===== config.mk =====
export PLATFORM = sky130hd
export DESIGN_NAME = digit_sample_record_rle_decoder_flat
export DESIGN_NICKNAME = d
export VERILOG_FILES = /design/src/rtl/core/dsrd_pkg.sv /design/src/rtl/core/dsrd_stream_if.sv /design/src/rtl/core/dsrd_in_reg.sv /design/src/rtl/core/dsrd_parser.sv /design/src/rtl/core/digit_sample_record_rle_decoder.sv /design/src/flat_wrapper.sv
export SDC_FILE = /design/constraint.sdc
export NUM_CORES = 1
export LEC_CHECK = 0
export ABC_AREA = 1
export ABC_CLOCK_PERIOD_IN_PS = 9100
export BUFFER_PORTS_ARGS = -buffer_cell sky130_fd_sc_hd__buf_2
export CORE_ASPECT_RATIO = 1.75
export CORE_MARGIN = 4
export CORE_UTILIZATION = 59
export DETAILED_ROUTE_END_ITERATION = 7
export PLACE_DENSITY = 0.85
export RECOVER_POWER = 100
export SYNTH_ARGS = -nofsm -noshare
export SYNTH_HDL_FRONTEND = slang
export SYNTH_SLANG_ARGS = --single-unit

===== constraint.sdc =====
create_clock -name clk_i -period 9.1 [get_ports clk_i]
set_input_delay 1.82 -clock clk_i [delete_from_list [all_inputs] [get_ports clk_i]]
set_output_delay 1.82 -clock clk_i [all_outputs]
set_load 0.02 [all_outputs]

===== src/rtl/core/dsrd_pkg.sv =====
// Shared constants and beat types for the sample-record run-length decoder.
package dsrd_pkg;

  // Header size used when the top level is not overridden
  localparam int unsigned HeaderBytesDef = 1024;

  // Header byte offsets
  localparam int unsigned OfsWidth  = 4;
  localparam int unsigned OfsHeight = 5;
  localparam int unsigned OfsTotal  = 6;
  localparam int unsigned OfsMode   = 10 + 4 * 128;

  localparam logic [7:0] StartMarker  = 8'hFF;
  localparam logic [7:0] GrayModeCode = 8'd1;

  typedef struct packed {
    logic [7:0] data_byte;
    logic       file_start;
  } in_beat_t;

  typedef struct packed {
    logic [7:0]  pixel_value;
    logic [7:0]  run_length;
    logic [7:0]  start_column;
    logic [7:0]  row_number;
    logic [7:0]  sample_label;
    logic [31:0] sample_number;
    logic        row_end;
    logic        sample_end;
    logic        format_error;
  } out_beat_t;

  // Input register contents as seen by the parser
  typedef struct packed {
    logic     valid;
    in_beat_t beat;
  } in_stage_t;

  // Parser result for the current beat
  typedef struct packed {
    logic      emit;
    out_beat_t beat;
  } parse_res_t;

endpackage


===== src/rtl/core/dsrd_stream_if.sv =====
// Valid/ready stream channel carrying one payload beat.
interface dsrd_stream_if #(
  parameter type T = logic
) ();
  logic valid;
  logic ready;
  T     payload;

  modport source (output valid, output payload, input ready);
  modport sink   (input valid, input payload, output ready);
endinterface


===== src/rtl/core/dsrd_in_reg.sv =====
// Input register stage: holds one file byte until the parser takes it.
module dsrd_in_reg
  import dsrd_pkg::*;
(
  input  logic               clk_i,
  input  logic               rst_ni,
  dsrd_stream_if.sink        in_i,
  input  logic               take_i,
  output in_stage_t          stage_o
);

  logic     valid_q;
  in_beat_t beat_q;
  logic     accept;

  assign in_i.ready = !valid_q || take_i;
  assign accept     = in_i.valid && in_i.ready;

  always_ff @(posedge clk_i or negedge rst_ni) begin
    if (!rst_ni) begin
      valid_q <= 1'b0;
    end else if (accept) begin
      valid_q <= 1'b1;
    end else if (take_i) begin
      valid_q <= 1'b0;
    end
  end

  always_ff @(posedge clk_i) begin
    if (accept) begin
      beat_q <= in_i.payload;
    end
  end

  assign stage_o.valid = valid_q;
  assign stage_o.beat  = beat_q;

endmodule


===== src/rtl/core/dsrd_parser.sv =====
// Byte parser: header capture, record fields and run decode, one byte per beat.
module dsrd_parser
  import dsrd_pkg::*;
#(
  parameter int unsigned HeaderBytes = HeaderBytesDef
) (
  input  logic       clk_i,
  input  logic       rst_ni,
  input  in_stage_t  stage_i,
  input  logic       take_i,
  output parse_res_t res_o
);

  localparam int unsigned OffsW = $clog2(HeaderBytes);

  typedef enum logic [2:0] {
    PhHeader,
    PhStart,
    PhLabel,
    PhWidth,
    PhHeight,
    PhLen,
    PhData,
    PhDone
  } phase_e;

  phase_e             phase_q, phase_d;
  logic [OffsW-1:0]   ofs_q, ofs_d;
  logic [7:0]         dflt_w_q, dflt_w_d;
  logic [7:0]         dflt_h_q, dflt_h_d;
  logic               gray_q, gray_d;
  logic [31:0]        total_q, total_d;
  logic [31:0]        count_q, count_d;
  logic [7:0]         label_q, label_d;
  logic [7:0]         cur_w_q, cur_w_d;
  logic [7:0]         cur_h_q, cur_h_d;
  logic [7:0]         row_q, row_d;
  logic [7:0]         col_q, col_d;
  logic               black_q, black_d;
  logic [1:0]         fbc_q, fbc_d;
  logic               bad_q, bad_d;

  logic [7:0]  b;
  logic [7:0]  left;
  logic        clip;
  logic [7:0]  run_len;
  logic [8:0]  new_col;
  logic [8:0]  row_inc;
  logic        row_done;
  logic        smp_done;
  logic [31:0] count_inc;
  phase_e      phase_fin;
  logic [1:0]  lane;

  assign b         = stage_i.beat.data_byte;
  // column never reaches the width inside an image, so no wrap here
  assign left      = cur_w_q - col_q;
  assign clip      = !gray_q && (b > left);
  assign run_len   = gray_q ? 8'd1 : (clip ? left : b);
  assign new_col   = {1'b0, col_q} + {1'b0, run_len};
  assign row_inc   = {1'b0, row_q} + 9'd1;
  assign row_done  = new_col >= {1'b0, cur_w_q};
  assign smp_done  = row_done && (row_inc >= {1'b0, cur_h_q});
  assign count_inc = count_q + 32'd1;
  assign phase_fin = (count_inc == total_q) ? PhDone : PhStart;
  assign lane      = 2'(ofs_q - OffsW'(OfsTotal));

  always_comb begin
    phase_d  = phase_q;
    ofs_d    = ofs_q;
    dflt_w_d = dflt_w_q;
    dflt_h_d = dflt_h_q;
    gray_d   = gray_q;
    total_d  = total_q;
    count_d  = count_q;
    label_d  = label_q;
    cur_w_d  = cur_w_q;
    cur_h_d  = cur_h_q;
    row_d    = row_q;
    col_d    = col_q;
    black_d  = black_q;
    fbc_d    = fbc_q;
    bad_d    = bad_q;

    res_o.emit                   = 1'b0;
    res_o.beat.pixel_value       = gray_q ? b : {7'd0, black_q};
    res_o.beat.run_length        = run_len;
    res_o.beat.start_column      = col_q;
    res_o.beat.row_number        = row_q;
    res_o.beat.sample_label      = label_q;
    res_o.beat.sample_number     = count_q;
    res_o.beat.row_end           = row_done;
    res_o.beat.sample_end        = smp_done;
    res_o.beat.format_error      = clip || bad_q;

    if (take_i) begin
      if (stage_i.beat.file_start) begin
        // fresh file: everything cleared, this byte is header offset zero
        phase_d  = PhHeader;
        ofs_d    = OffsW'(1);
        dflt_w_d = '0;
        dflt_h_d = '0;
        gray_d   = 1'b0;
        total_d  = '0;
        count_d  = '0;
        label_d  = '0;
        cur_w_d  = '0;
        cur_h_d  = '0;
        row_d    = '0;
        col_d    = '0;
        black_d  = 1'b0;
        fbc_d    = '0;
        bad_d    = 1'b0;
      end else begin
        unique case (phase_q)
          PhHeader: begin
            if (ofs_q == OffsW'(OfsWidth)) begin
              dflt_w_d = b;
            end else if (ofs_q == OffsW'(OfsHeight)) begin
              dflt_h_d = b;
            end else if (ofs_q >= OffsW'(OfsTotal) && ofs_q < OffsW'(OfsTotal + 4)) begin
              total_d = total_q | (32'(b) << {lane, 3'b000});
            end else if (ofs_q == OffsW'(OfsMode)) begin
              gray_d = (b == GrayModeCode);
            end
            ofs_d = ofs_q + OffsW'(1);
            if (ofs_q == OffsW'(HeaderBytes - 1)) begin
              phase_d = (total_d == '0) ? PhDone : PhStart;
            end
          end
          PhStart: begin
            bad_d   = (b != StartMarker);
            phase_d = PhLabel;
          end
          PhLabel: begin
            label_d = b;
            if (dflt_w_q != '0 && dflt_h_q != '0) begin
              cur_w_d = dflt_w_q;
              cur_h_d = dflt_h_q;
              fbc_d   = '0;
              phase_d = PhLen;
            end else begin
              phase_d = PhWidth;
            end
          end
          PhWidth: begin
            cur_w_d = b;
            phase_d = PhHeight;
          end
          PhHeight: begin
            cur_h_d = b;
            fbc_d   = '0;
            phase_d = PhLen;
          end
          PhLen: begin
            // length bytes are skipped
            fbc_d = fbc_q + 2'd1;
            if (fbc_q != '0) begin
              fbc_d   = '0;
              row_d   = '0;
              col_d   = '0;
              black_d = 1'b0;
              if (cur_w_q == '0 || cur_h_q == '0) begin
                count_d = count_inc;
                phase_d = phase_fin;
              end else begin
                phase_d = PhData;
              end
            end
          end
          PhData: begin
            if (!gray_q && b == '0) begin
              black_d = !black_q;
            end else begin
              res_o.emit = 1'b1;
              if (!gray_q) begin
                black_d = !black_q;
              end
              col_d = new_col[7:0];
              if (row_done) begin
                col_d   = '0;
                black_d = 1'b0;
                row_d   = row_inc[7:0];
                if (smp_done) begin
                  count_d = count_inc;
                  phase_d = phase_fin;
                end
              end
            end
          end
          PhDone: begin
            // trailing bytes dropped until the next file
          end
          default: begin
            phase_d = PhDone;
          end
        endcase
      end
    end
  end

  always_ff @(posedge clk_i or negedge rst_ni) begin
    if (!rst_ni) begin
      phase_q  <= PhHeader;
      ofs_q    <= '0;
      dflt_w_q <= '0;
      dflt_h_q <= '0;
      gray_q   <= 1'b0;
      total_q  <= '0;
      count_q  <= '0;
      label_q  <= '0;
      cur_w_q  <= '0;
      cur_h_q  <= '0;
      row_q    <= '0;
      col_q    <= '0;
      black_q  <= 1'b0;
      fbc_q    <= '0;
      bad_q    <= 1'b0;
    end else begin
      phase_q  <= phase_d;
      ofs_q    <= ofs_d;
      dflt_w_q <= dflt_w_d;
      dflt_h_q <= dflt_h_d;
      gray_q   <= gray_d;
      total_q  <= total_d;
      count_q  <= count_d;
      label_q  <= label_d;
      cur_w_q  <= cur_w_d;
      cur_h_q  <= cur_h_d;
      row_q    <= row_d;
      col_q    <= col_d;
      black_q  <= black_d;
      fbc_q    <= fbc_d;
      bad_q    <= bad_d;
    end
  end

endmodule


===== src/rtl/core/digit_sample_record_rle_decoder.sv =====
// Top level of the sample-record run-length decoder.
// Takes a sample-database file one byte per beat. The first HeaderBytes bytes
// are the header: offset 4 is the default width, 5 the default height, 6..9
// the record total (little-endian) and 522 the mode (1 = gray, else binary).
// Each record then gives a start byte (0xFF expected), a label, width and
// height unless both defaults are nonzero, two skipped length bytes and the
// image. Binary images are run lengths per row, white first, colours
// alternating and restarting white each row; every nonzero run gives one
// result beat, clipped and flagged when it overruns the row. Gray images give
// one result beat per pixel byte. format_error is also set on every result of
// a record whose start byte was wrong. Bytes after the last record are
// dropped; file_start on a byte clears everything and begins a new header.
// Throughput is one byte per clock: the parser decodes each byte combinationally
// between the input register and the output register, so a byte is
// accepted every cycle unless a result is stalled at the output. Output
// backpressure reaches the input ready combinationally through the output
// register's free flag.
module digit_sample_record_rle_decoder
  import dsrd_pkg::*;
#(
  parameter int unsigned HeaderBytes = HeaderBytesDef
) (
  input  logic         clk_i,
  input  logic         rst_ni,
  dsrd_stream_if.sink  in_i,
  dsrd_stream_if.source out_o
);

  in_stage_t  stage;
  parse_res_t res;
  logic       take;

  logic      out_valid_q;
  out_beat_t out_beat_q;

  // parser may advance when the result slot is empty or being drained
  assign take = stage.valid && (!out_valid_q || out_o.ready);

  dsrd_in_reg u_in_reg (
    .clk_i   (clk_i),
    .rst_ni  (rst_ni),
    .in_i    (in_i),
    .take_i  (take),
    .stage_o (stage)
  );

  dsrd_parser #(
    .HeaderBytes (HeaderBytes)
  ) u_parser (
    .clk_i   (clk_i),
    .rst_ni  (rst_ni),
    .stage_i (stage),
    .take_i  (take),
    .res_o   (res)
  );

  // result register
  always_ff @(posedge clk_i or negedge rst_ni) begin
    if (!rst_ni) begin
      out_valid_q <= 1'b0;
    end else if (take) begin
      out_valid_q <= res.emit;
    end else if (out_o.ready) begin
      out_valid_q <= 1'b0;
    end
  end

  always_ff @(posedge clk_i) begin
    if (take && res.emit) begin
      out_beat_q <= res.beat;
    end
  end

  assign out_o.valid   = out_valid_q;
  assign out_o.payload = out_beat_q;

endmodule


===== src/flat_wrapper.sv =====
// flat-port wrapper written by rule: the top's interface ports become plain ports
module digit_sample_record_rle_decoder_flat import dsrd_pkg::*;
#(
  parameter int unsigned HeaderBytes = HeaderBytesDef
)
  (clk_i, rst_ni, in_i_valid, in_i_payload, in_i_ready, out_o_valid, out_o_payload, out_o_ready);
  dsrd_stream_if #(.T(in_beat_t)) in_i_i ();
  dsrd_stream_if #(.T(out_beat_t)) out_o_i ();
  input  logic clk_i;
  input  logic rst_ni;
  input wire logic [$bits(in_i_i.valid)-1:0] in_i_valid;
  input wire logic [$bits(in_i_i.payload)-1:0] in_i_payload;
  output wire logic [$bits(in_i_i.ready)-1:0] in_i_ready;
  output wire logic [$bits(out_o_i.valid)-1:0] out_o_valid;
  output wire logic [$bits(out_o_i.payload)-1:0] out_o_payload;
  input wire logic [$bits(out_o_i.ready)-1:0] out_o_ready;
  assign in_i_i.valid = in_i_valid;
  assign in_i_i.payload = in_i_payload;
  assign in_i_ready = in_i_i.ready;
  assign out_o_valid = out_o_i.valid;
  assign out_o_payload = out_o_i.payload;
  assign out_o_i.ready = out_o_ready;
  digit_sample_record_rle_decoder #(.HeaderBytes(HeaderBytes)) u_core (.clk_i(clk_i), .rst_ni(rst_ni), .in_i(in_i_i), .out_o(out_o_i));
endmodule

==> results of run 1 <==
-- power groups by stage --
| stage | clock [W] | sequential [W] | combinational [W] |
|---|---|---|---|
| global placement | 0 | 0.00131 | 0.00108 |
| CTS | 0.000903 | 0.00129 | 0.00111 |
| floorplan | 0 | 0.00127 | 0.000847 |
| global route | 0.000938 | 0.00131 | 0.00127 |
| finish | 0.000894 | 0.00130 | 0.00111 |
| detailed placement | 0 | 0.00131 | 0.00110 |
-- registers in the layout, indices dropped and copies added, names as in the netlist, 9 cells and up --
register and count:
u_core.u_parser.ofs_q 10, u_core.out_o.payload 75, u_core.u_in_reg.stage_o 9, u_core.u_parser.count_q 32, u_core.u_parser.total_q 32
-- synthesized netlist by cell type, drive strengths merged, types with 19 or more instances --
cell type | number | share of area, %
inv | 216 | 6.6
o21ai | 98 | 4.0
edfxtp | 84 | 20
ha | 47 | 4.8
o31ai | 19 | 1.2
buf | 21 | 0.95
a21oi | 60 | 2.5
nor2 | 179 | 6.5
a211oi | 30 | 1.8
nand4 | 23 | 1.2
nand2 | 361 | 11
dfrtp | 140 | 28
nand3 | 112 | 4.6
-- critical path, delay by kind of cell (launching register included) --
kind / cells / cell delay, ns
buf+inv: 4 / 0.93
fa+ha+maj: 4 / 1.17
xor+xnor: 2 / 0.39
flops: 1 / 0.42
simple gates: 18 / 2.55
compound gates: 12 / 1.68
-- through the flow --
| stage | cell area (µm²) | utilization, % | instances | setup WS [ns] |
|---|---|---|---|---|
| 6_report | 13600 | 66.3 | 1837 | 1.76 |
| 5_1_grt | 13600 | 66.3 | 1837 | 0.787 |
| 4_1_cts | 13700 | 66.9 | 1837 | 2.22 |
| 3_5_place_dp | 13000 | 63.5 | 1797 | 2.22 |
| 3_3_place_gp | 13000 | 63.5 | 1797 | 2.49 |
| 2_1_floorplan | 12400 | - | 1489 | 1.33 |
-- metal layers --
layer	share of wire (%)	wire length, µm	global-route usage [%]	vias to the layer above
met1	34	10900	28.3	4876
met2	53	17000	51.8	402
met5	0	0	0	-
met4	8.8	2840	22.1	0
met3	4.9	1590	3.23	165
li1	-	-	-	5096
-- logic make-up (layout without fill, tap and decap cells) --
kind of cell | count (synthesis) | after routing
adders and majority gates | 49 | 49
and+or+nand+nor | 701 | 701
buffers and inverters | 251 | 351
AOI/OAI and AO/OA | 240 | 240
xor gates and xnor gates | 24 | 24
DFF | 224 | 224
-- area by class of cell --
class	count	area (µm²)
clock buffers	28	614
clock inverters	12	81.3
fillers	1708	6900
inverters	216	813
multi-input cells	1014	5340
flip-flops and latches	224	6030
well taps	248	310
repair buffers	95	374
-- worst max-delay path by stage --
stage                                   from                           to  slack [ns]  depth (start not counted)
floorplan                        out_o_ready      u_core.out_o.payload[0]        1.33                          4
global placement    u_core.u_parser.col_q[1]  u_core.u_parser.count_q[29]        2.49                         41
detailed placement  u_core.u_parser.col_q[1]  u_core.u_parser.count_q[15]        2.22                         40
CTS                 u_core.u_parser.col_q[1]  u_core.u_parser.count_q[15]        2.22                         40
global route        u_core.u_parser.col_q[1]  u_core.u_parser.count_q[30]        0.79                         41
finish              u_core.u_parser.col_q[1]  u_core.u_parser.count_q[28]        1.76                         40
==> impl_metrics.prom, run 1 <==
# TYPE chip_impl_metric gauge
chip_impl_info{name="outcome",value="complete, but fails checks"} 1
chip_impl_info{name="failed_checks",value="max-capacitance violations, max-slew violations"} 1
chip_impl_info{name="worst_setup_path_end_kind",value="flop"} 1
chip_impl_metric{name="num_io_pins",unit=""} 90
chip_impl_metric{name="timing.reg2reg.worst_path_depth",unit=""} 40
chip_impl_metric{name="p_leak",unit="nW"} 6.09
chip_impl_metric{name="ant_nets",unit=""} 0
chip_impl_metric{name="fin_hold_ws",unit="ns"} 0.454
chip_impl_metric{name="detailroute.via_count",unit=""} 10500
chip_impl_metric{name="post_synth_inst_count",unit=""} 1489
chip_impl_metric{name="wl_per_cell",unit="µm"} 17.6
chip_impl_metric{name="min_delay_path_depth",unit=""} 0
chip_impl_info{name="mostFrequentLayoutCell",value="nand2_1"} 1
chip_impl_metric{name="cts-buffers-inserted",unit=""} 22
chip_impl_metric{name="swShare",unit="%"} 37.8
chip_impl_info{name="synth_top_family_by_area",value="simple AND/OR/NAND/NOR gates"} 1
chip_impl_metric{name="drt_first_pass_iters",unit=""} 8
chip_impl_metric{name="core_region_area",unit="µm²"} 20500
chip_impl_metric{name="cts.clk_slew.worst_paths",unit="ns"} 0.07
chip_impl_metric{name="synthesis.yosys.warnings",unit=""} 0
chip_impl_metric{name="tightest_slew",unit="ns"} 4.19
chip_impl_metric{name="critical_path.max_stage_delay",unit="ns"} 0.78
chip_impl_metric{name="clockPowerShare",unit="%"} 27.1
chip_impl_info{name="ctsRootBufferMaster",value="clkbuf_16"} 1
chip_impl_metric{name="p_int",unit="W"} 0.00205
chip_impl_metric{name="max_clock_freq",unit="MHz"} 136
chip_impl_info{name="crit-reg2reg-capture",value="u_core.u_parser.count_q[28]"} 1
chip_impl_metric{name="cts.hold.buffers_added",unit=""} 0
chip_impl_metric{name="track_usage",unit="%"} 27.9
chip_impl_metric{name="synth-edff-count",unit=""} 84
chip_impl_info{name="critical_path.reg2reg.startpoint",value="u_core.u_parser.col_q[1]"} 1
chip_impl_info{name="cpMostUsedCell",value="nand2_1"} 1
chip_impl_metric{name="finalClockSkew",unit="ns"} 0.0127
chip_impl_metric{name="synth_xor_xnor_area_share",unit="%"} 1.92
chip_impl_info{name="rsz0062_at_grt",value="no"} 1
chip_impl_info{name="hold_class",value="reg2reg"} 1
chip_impl_metric{name="async_sr_flop_fraction",unit="%"} 62.5
chip_impl_metric{name="post_synth_fa_ha_maj_area_fraction",unit="%"} 5.08
chip_impl_metric{name="layout.nets",unit=""} 1635
chip_impl_metric{name="synth-compound-area-share",unit="%"} 11.5
chip_impl_metric{name="layout-drive-gt1-share",unit="%"} 5.73
chip_impl_metric{name="report.final.slew_viol_count",unit=""} 248
chip_impl_metric{name="ff_to_ff_setup_slack",unit="ns"} 1.76
chip_impl_info{name="min_to",value="u_core.out_o.payload[38]"} 1
chip_impl_metric{name="mappedNetlistNets",unit=""} 1551
chip_impl_metric{name="pwr-share-seq",unit="%"} 39.3
chip_impl_metric{name="powerDensity",unit="nW/µm²"} 243
chip_impl_metric{name="yosys.area_share.simple",unit="%"} 24.8
chip_impl_metric{name="post_cts_sizing",unit=""} 0
chip_impl_info{name="criticalPathCategory",value="reg2reg"} 1
chip_impl_info{name="slowest_cp_cell",value="nand2_1"} 1
chip_impl_metric{name="area.growth.synth_to_final",unit="%"} 9.70
chip_impl_info{name="clock_tree_from_tritoncts",value="built"} 1
chip_impl_metric{name="grt_overflow_total",unit=""} 0
chip_impl_metric{name="drt_iter0_markers",unit=""} 810
chip_impl_metric{name="dp_wirelength",unit="µm"} 24300
chip_impl_metric{name="postCtsSetupRepairBufs",unit=""} 0
chip_impl_info{name="most_frequent_cells_in_the_layout",value="nand2_1, inv_1, nor2_1"} 1
chip_impl_info{name="synthFlopType",value="dfrtp_1"} 1
chip_impl_metric{name="antenna_cells",unit=""} 0
chip_impl_metric{name="numPortBuffers",unit=""} 89
chip_impl_metric{name="synth.avg_cell_area",unit="µm²"} 8.30
chip_impl_metric{name="clk_latency",unit="ns"} 0.52
chip_impl_metric{name="vdd_drop_max",unit="µV"} 215
chip_impl_metric{name="final.period_utilization",unit="%"} 80.6
chip_impl_metric{name="floorplan.die.width",unit="µm"} 117
chip_impl_metric{name="synth_seq_cells",unit=""} 224
chip_impl_metric{name="period_needed",unit="ns"} 7.34
chip_impl_metric{name="die_height",unit="µm"} 199
chip_impl_metric{name="routed_wire_length",unit="µm"} 32300
chip_impl_metric{name="detail_route.drc_violations",unit=""} 0
chip_impl_metric{name="required",unit="ns"} 9.47
chip_impl_metric{name="grt_pass1_wl",unit="µm"} 52700
chip_impl_metric{name="finalSetupViolations",unit=""} 0
chip_impl_metric{name="tritoncts_num_sinks",unit=""} 224
chip_impl_metric{name="mappedNetlistArea",unit="µm²"} 12400
chip_impl_metric{name="first_global_vias",unit=""} 10800
chip_impl_metric{name="power.switching",unit="W"} 0.00125
chip_impl_metric{name="totalPowerFinal",unit="W"} 0.00330
chip_impl_metric{name="yosys-mux-area-fraction",unit="%"} 0
chip_impl_info{name="timing.critical_path.from_type",value="flop"} 1
chip_impl_metric{name="gp_congestion",unit=""} 0.978
chip_impl_metric{name="fin_setup_tns",unit="ns"} 0
chip_impl_metric{name="die_area",unit="µm²"} 23400
chip_impl_metric{name="maxCapViolations",unit=""} 5
chip_impl_metric{name="buffer_depth_of_the_longest_clock_path",unit=""} 3
chip_impl_metric{name="grt_antenna_before_repair",unit=""} 0
chip_impl_metric{name="comb_power_share",unit="%"} 33.6
chip_impl_metric{name="path_max_fanout",unit=""} 34
chip_impl_metric{name="arrival",unit="ns"} 7.71
chip_impl_info{name="holdCritStartpoint",value="u_core.u_parser.label_q[3]"} 1
chip_impl_metric{name="timing_hold_violations_final",unit=""} 0
chip_impl_metric{name="start_util",unit="%"} 60.4
chip_impl_metric{name="standard_cell_rows",unit=""} 69
chip_impl_metric{name="via_per_inst",unit=""} 5.74
chip_impl_metric{name="synth_seq_area_share",unit="%"} 48.8
chip_impl_metric{name="h-tree-depth",unit=""} 1
chip_impl_metric{name="max-slew-margin-rel",unit="%"} -180
chip_impl_metric{name="grt_start_max_net_pins",unit=""} 73
chip_impl_metric{name="synth_cell_types",unit=""} 47
No activity file was read; power rests on OpenSTA's default activity.
==> run 2: changes to the inputs <==
ABC_CLOCK_PERIOD_IN_PS = 7100   (was 9100)
clock period = 7.1 ns   (was 9.1 ns; I/O delays follow)
==> run 2 against run 1 <==
The flow still finishes with violations (max-capacitance violations, max-slew violations). Highest routed layer unchanged. Die area is the same. Final cell count grew 0.11%. Design area grew 1.0%. Sequential power rose by 28%. Critical path type unchanged. Sequential share of layout area shrank 0.44 points.
==> impl_metrics.prom, run 2 (synthesized netlist as in run 1, its figures left out) <==
# TYPE chip_impl_metric gauge
chip_impl_metric{name="finalClockSkew",unit="ns"} 0.0164
chip_impl_metric{name="grt_start_max_net_pins",unit=""} 80
chip_impl_metric{name="num_io_pins",unit=""} 90
chip_impl_metric{name="gp_congestion",unit=""} 0.941
chip_impl_metric{name="totalPowerFinal",unit="W"} 0.00427
chip_impl_metric{name="drt_iter0_markers",unit=""} 837
chip_impl_metric{name="layout.nets",unit=""} 1637
chip_impl_metric{name="floorplan.die.width",unit="µm"} 117
chip_impl_info{name="holdCritStartpoint",value="u_core.u_parser.label_q[6]"} 1
chip_impl_info{name="mostFrequentLayoutCell",value="nand2_1"} 1
chip_impl_metric{name="grt_pass1_wl",unit="µm"} 53700
chip_impl_metric{name="critical_path.max_stage_delay",unit="ns"} 0.46
chip_impl_info{name="crit_start",value="u_core.u_parser.col_q[1]"} 1
chip_impl_metric{name="dp_wirelength",unit="µm"} 25100
chip_impl_metric{name="layout.area.seq",unit="µm²"} 6030
chip_impl_metric{name="max_clock_freq",unit="MHz"} 155
chip_impl_metric{name="final.fill_count",unit=""} 1664
chip_impl_info{name="hold_class",value="reg2reg"} 1
chip_impl_metric{name="cts.clk_slew.worst_paths",unit="ns"} 0.06
chip_impl_info{name="rsz0062_at_grt",value="yes"} 1
chip_impl_metric{name="fin_setup_tns",unit="ns"} 0
chip_impl_metric{name="largest_register_ff_count",unit=""} 75
chip_impl_info{name="crit-reg2reg-capture",value="u_core.u_parser.count_q[29]"} 1
chip_impl_metric{name="clk_latency",unit="ns"} 0.52
chip_impl_info{name="worst_setup_path_end_kind",value="flop"} 1
chip_impl_metric{name="standard_cell_rows",unit=""} 69
chip_impl_metric{name="buffer_depth_of_the_longest_clock_path",unit=""} 3
chip_impl_metric{name="ant_nets",unit=""} 0
chip_impl_metric{name="core_region_area",unit="µm²"} 20500
chip_impl_metric{name="cts-buffers-inserted",unit=""} 22
chip_impl_metric{name="multiInputGateArea",unit="µm²"} 5370
chip_impl_metric{name="antenna_cells",unit=""} 0
chip_impl_metric{name="grt_overflow_total",unit=""} 0
chip_impl_metric{name="required",unit="ns"} 7.53
chip_impl_info{name="slowest_cp_cell",value="inv_2"} 1
chip_impl_metric{name="timing.reg2reg.worst_path_depth",unit=""} 41
chip_impl_info{name="criticalPathCategory",value="reg2reg"} 1
chip_impl_metric{name="detailroute.via_count",unit=""} 10800
chip_impl_metric{name="final_cell_utilization_of_the_core",unit="%"} 66.9
chip_impl_metric{name="track_usage",unit="%"} 28.6
chip_impl_metric{name="max-slew-margin-rel",unit="%"} -190
chip_impl_metric{name="timing_hold_violations_final",unit=""} 0
chip_impl_metric{name="maxCapViolations",unit=""} 2
chip_impl_metric{name="tritoncts_num_sinks",unit=""} 224
chip_impl_info{name="min_to",value="u_core.out_o.payload[41]"} 1
chip_impl_info{name="most_frequent_cells_in_the_layout",value="nand2_1, inv_1, nor2_1"} 1
chip_impl_metric{name="layout-drive-gt1-share",unit="%"} 11.2
chip_impl_metric{name="die_area",unit="µm²"} 23400
chip_impl_info{name="outcome",value="complete, but fails checks"} 1
chip_impl_metric{name="critical_path_depth",unit=""} 41
chip_impl_metric{name="area.growth.synth_to_final",unit="%"} 10.8
chip_impl_metric{name="vdd_drop_max",unit="µV"} 287
chip_impl_metric{name="drt_first_pass_iters",unit=""} 5
chip_impl_info{name="timing.critical_path.from_type",value="flop"} 1
chip_impl_metric{name="worstPathBufferInverterCount",unit=""} 5
chip_impl_metric{name="ff_to_ff_setup_slack",unit="ns"} 0.63
chip_impl_metric{name="period_needed",unit="ns"} 6.47
chip_impl_metric{name="tightest_slew",unit="ns"} 4.34
chip_impl_metric{name="numPortBuffers",unit=""} 89
chip_impl_metric{name="routed_wire_length",unit="µm"} 33200
chip_impl_metric{name="p_leak",unit="nW"} 6.29
chip_impl_metric{name="final.period_utilization",unit="%"} 91.1
chip_impl_metric{name="powerDensity",unit="nW/µm²"} 312
chip_impl_metric{name="grt_antenna_before_repair",unit=""} 0
chip_impl_metric{name="via_per_inst",unit=""} 5.86
chip_impl_info{name="ctsRootBufferMaster",value="clkbuf_16"} 1
chip_impl_metric{name="first_global_vias",unit=""} 10700
chip_impl_metric{name="detail_route.drc_violations",unit=""} 0
chip_impl_info{name="cpMostUsedCell",value="nand2_1"} 1
chip_impl_info{name="failed_checks",value="max-capacitance violations, max-slew violations"} 1
chip_impl_metric{name="die_height",unit="µm"} 199
chip_impl_metric{name="finalSetupViolations",unit=""} 0
chip_impl_metric{name="report.final.slew_viol_count",unit=""} 115
chip_impl_info{name="critical-path-top-delay-family",value="simple AND/OR/NAND/NOR gates"} 1
chip_impl_metric{name="start_util",unit="%"} 60.4
chip_impl_info{name="clock_tree_from_tritoncts",value="built"} 1
chip_impl_metric{name="h-tree-depth",unit=""} 1
chip_impl_metric{name="min_delay_path_depth",unit=""} 0
chip_impl_metric{name="wl_per_cell",unit="µm"} 18.1
chip_impl_metric{name="arrival",unit="ns"} 6.90
chip_impl_metric{name="path_max_fanout",unit=""} 34
chip_impl_info{name="critical_path.reg2reg.startpoint",value="u_core.u_parser.col_q[1]"} 1
## run 2: changes by cell type in the layout (fill, tap and decap cells not counted), moves of 2 or more
| cell | previous run | this run |
|---|---|---|
| buf_4 | 1 | 6 |
| nor3_1 | 12 | 10 |
| clkbuf_1 | 86 | 8 |
| a21oi_2 | 0 | 2 |
| o21ai_1 | 3 | 21 |
| nand2_2 | 10 | 12 |
| clkbuf_8 | 2 | 0 |
| o21ai_0 | 94 | 76 |
| clkinv_2 | 4 | 6 |
| nand2_1 | 351 | 349 |
| a21oi_1 | 60 | 58 |
| buf_2 | 10 | 87 |
## run 2: power breakdown
group / leakage [nW] / switching (W) / total (W) / internal (W)
Sequential: 2.64 / 0.000148 / 0.00166 / 0.00151
Combinational: 3.32 / 0.000999 / 0.00148 / 0.000484
Clock: 0.338 / 0.000497 / 0.00112 / 0.000627
Total: 6.29 / 0.00164 / 0.00427 / 0.00262
## run 2: final cells by class
type | instances | share of cell area [%]
sequential | 224 | 44.0
clock buffer | 27 | 4.31
timing repair buffer | 97 | 3.62
inverter | 216 | 5.94
clock inverter | 13 | 0.640
tap | 248 | 2.27
multi-input combinational | 1014 | 39.2
## run 2: worst max-delay path by stage
stage                             endpoint  slack, ns
2_1_floorplan     u_core.u_parser.row_q[4]       1.68
3_3_place_gp      u_core.u_parser.row_q[0]       0.95
3_5_place_dp      u_core.u_parser.row_q[0]       0.66
4_1_cts           u_core.u_parser.row_q[0]       0.60
5_1_grt        u_core.u_parser.count_q[29]      -0.04
6_report       u_core.u_parser.count_q[29]       0.63
## run 2: repair_timing
action                                  4_1_cts  5_1_grt
hold endpoints to repair                      0        0
endpoints found under the setup margin        0       27
buffers inserted                              0        0
hold buffers                                  0        0
resized for setup                             0        3
## run 2: per-stage QoR
| stage | setup WS [ns] | hold WS [ns] | area [µm²] | std cells |
|---|---|---|---|---|
| after floorplan | 1.68 | 0.425 | 12400 | 1489 |
| after global placement | 0.951 | 0.439 | 13000 | 1799 |
| after detailed placement | 0.657 | 0.430 | 13000 | 1799 |
| after CTS | 0.604 | 0.445 | 13700 | 1839 |
| after global routing | -0.0353 | 0.451 | 13700 | 1839 |
| final | 0.632 | 0.446 | 13700 | 1839 |
## run 2: metal layers
metal | global-route usage, % | wire length, µm
met1 | 28.9 | 11100
met2 | 54.7 | 17800
met3 | 3.06 | 1590
met4 | 20.6 | 2700
met5 | 0 | 0
## run 2: worst reg2reg max path, delay by kind of cell, from the launching register on
family	cells	cell delay (ns)
AOI/OAI and AO/OA	12	1.62
xor gates and xnor gates	2	0.36
adders and majority gates	4	1.24
buffers and inverters	5	0.86
DFF	1	0.41
and+or+nand+nor	18	1.89
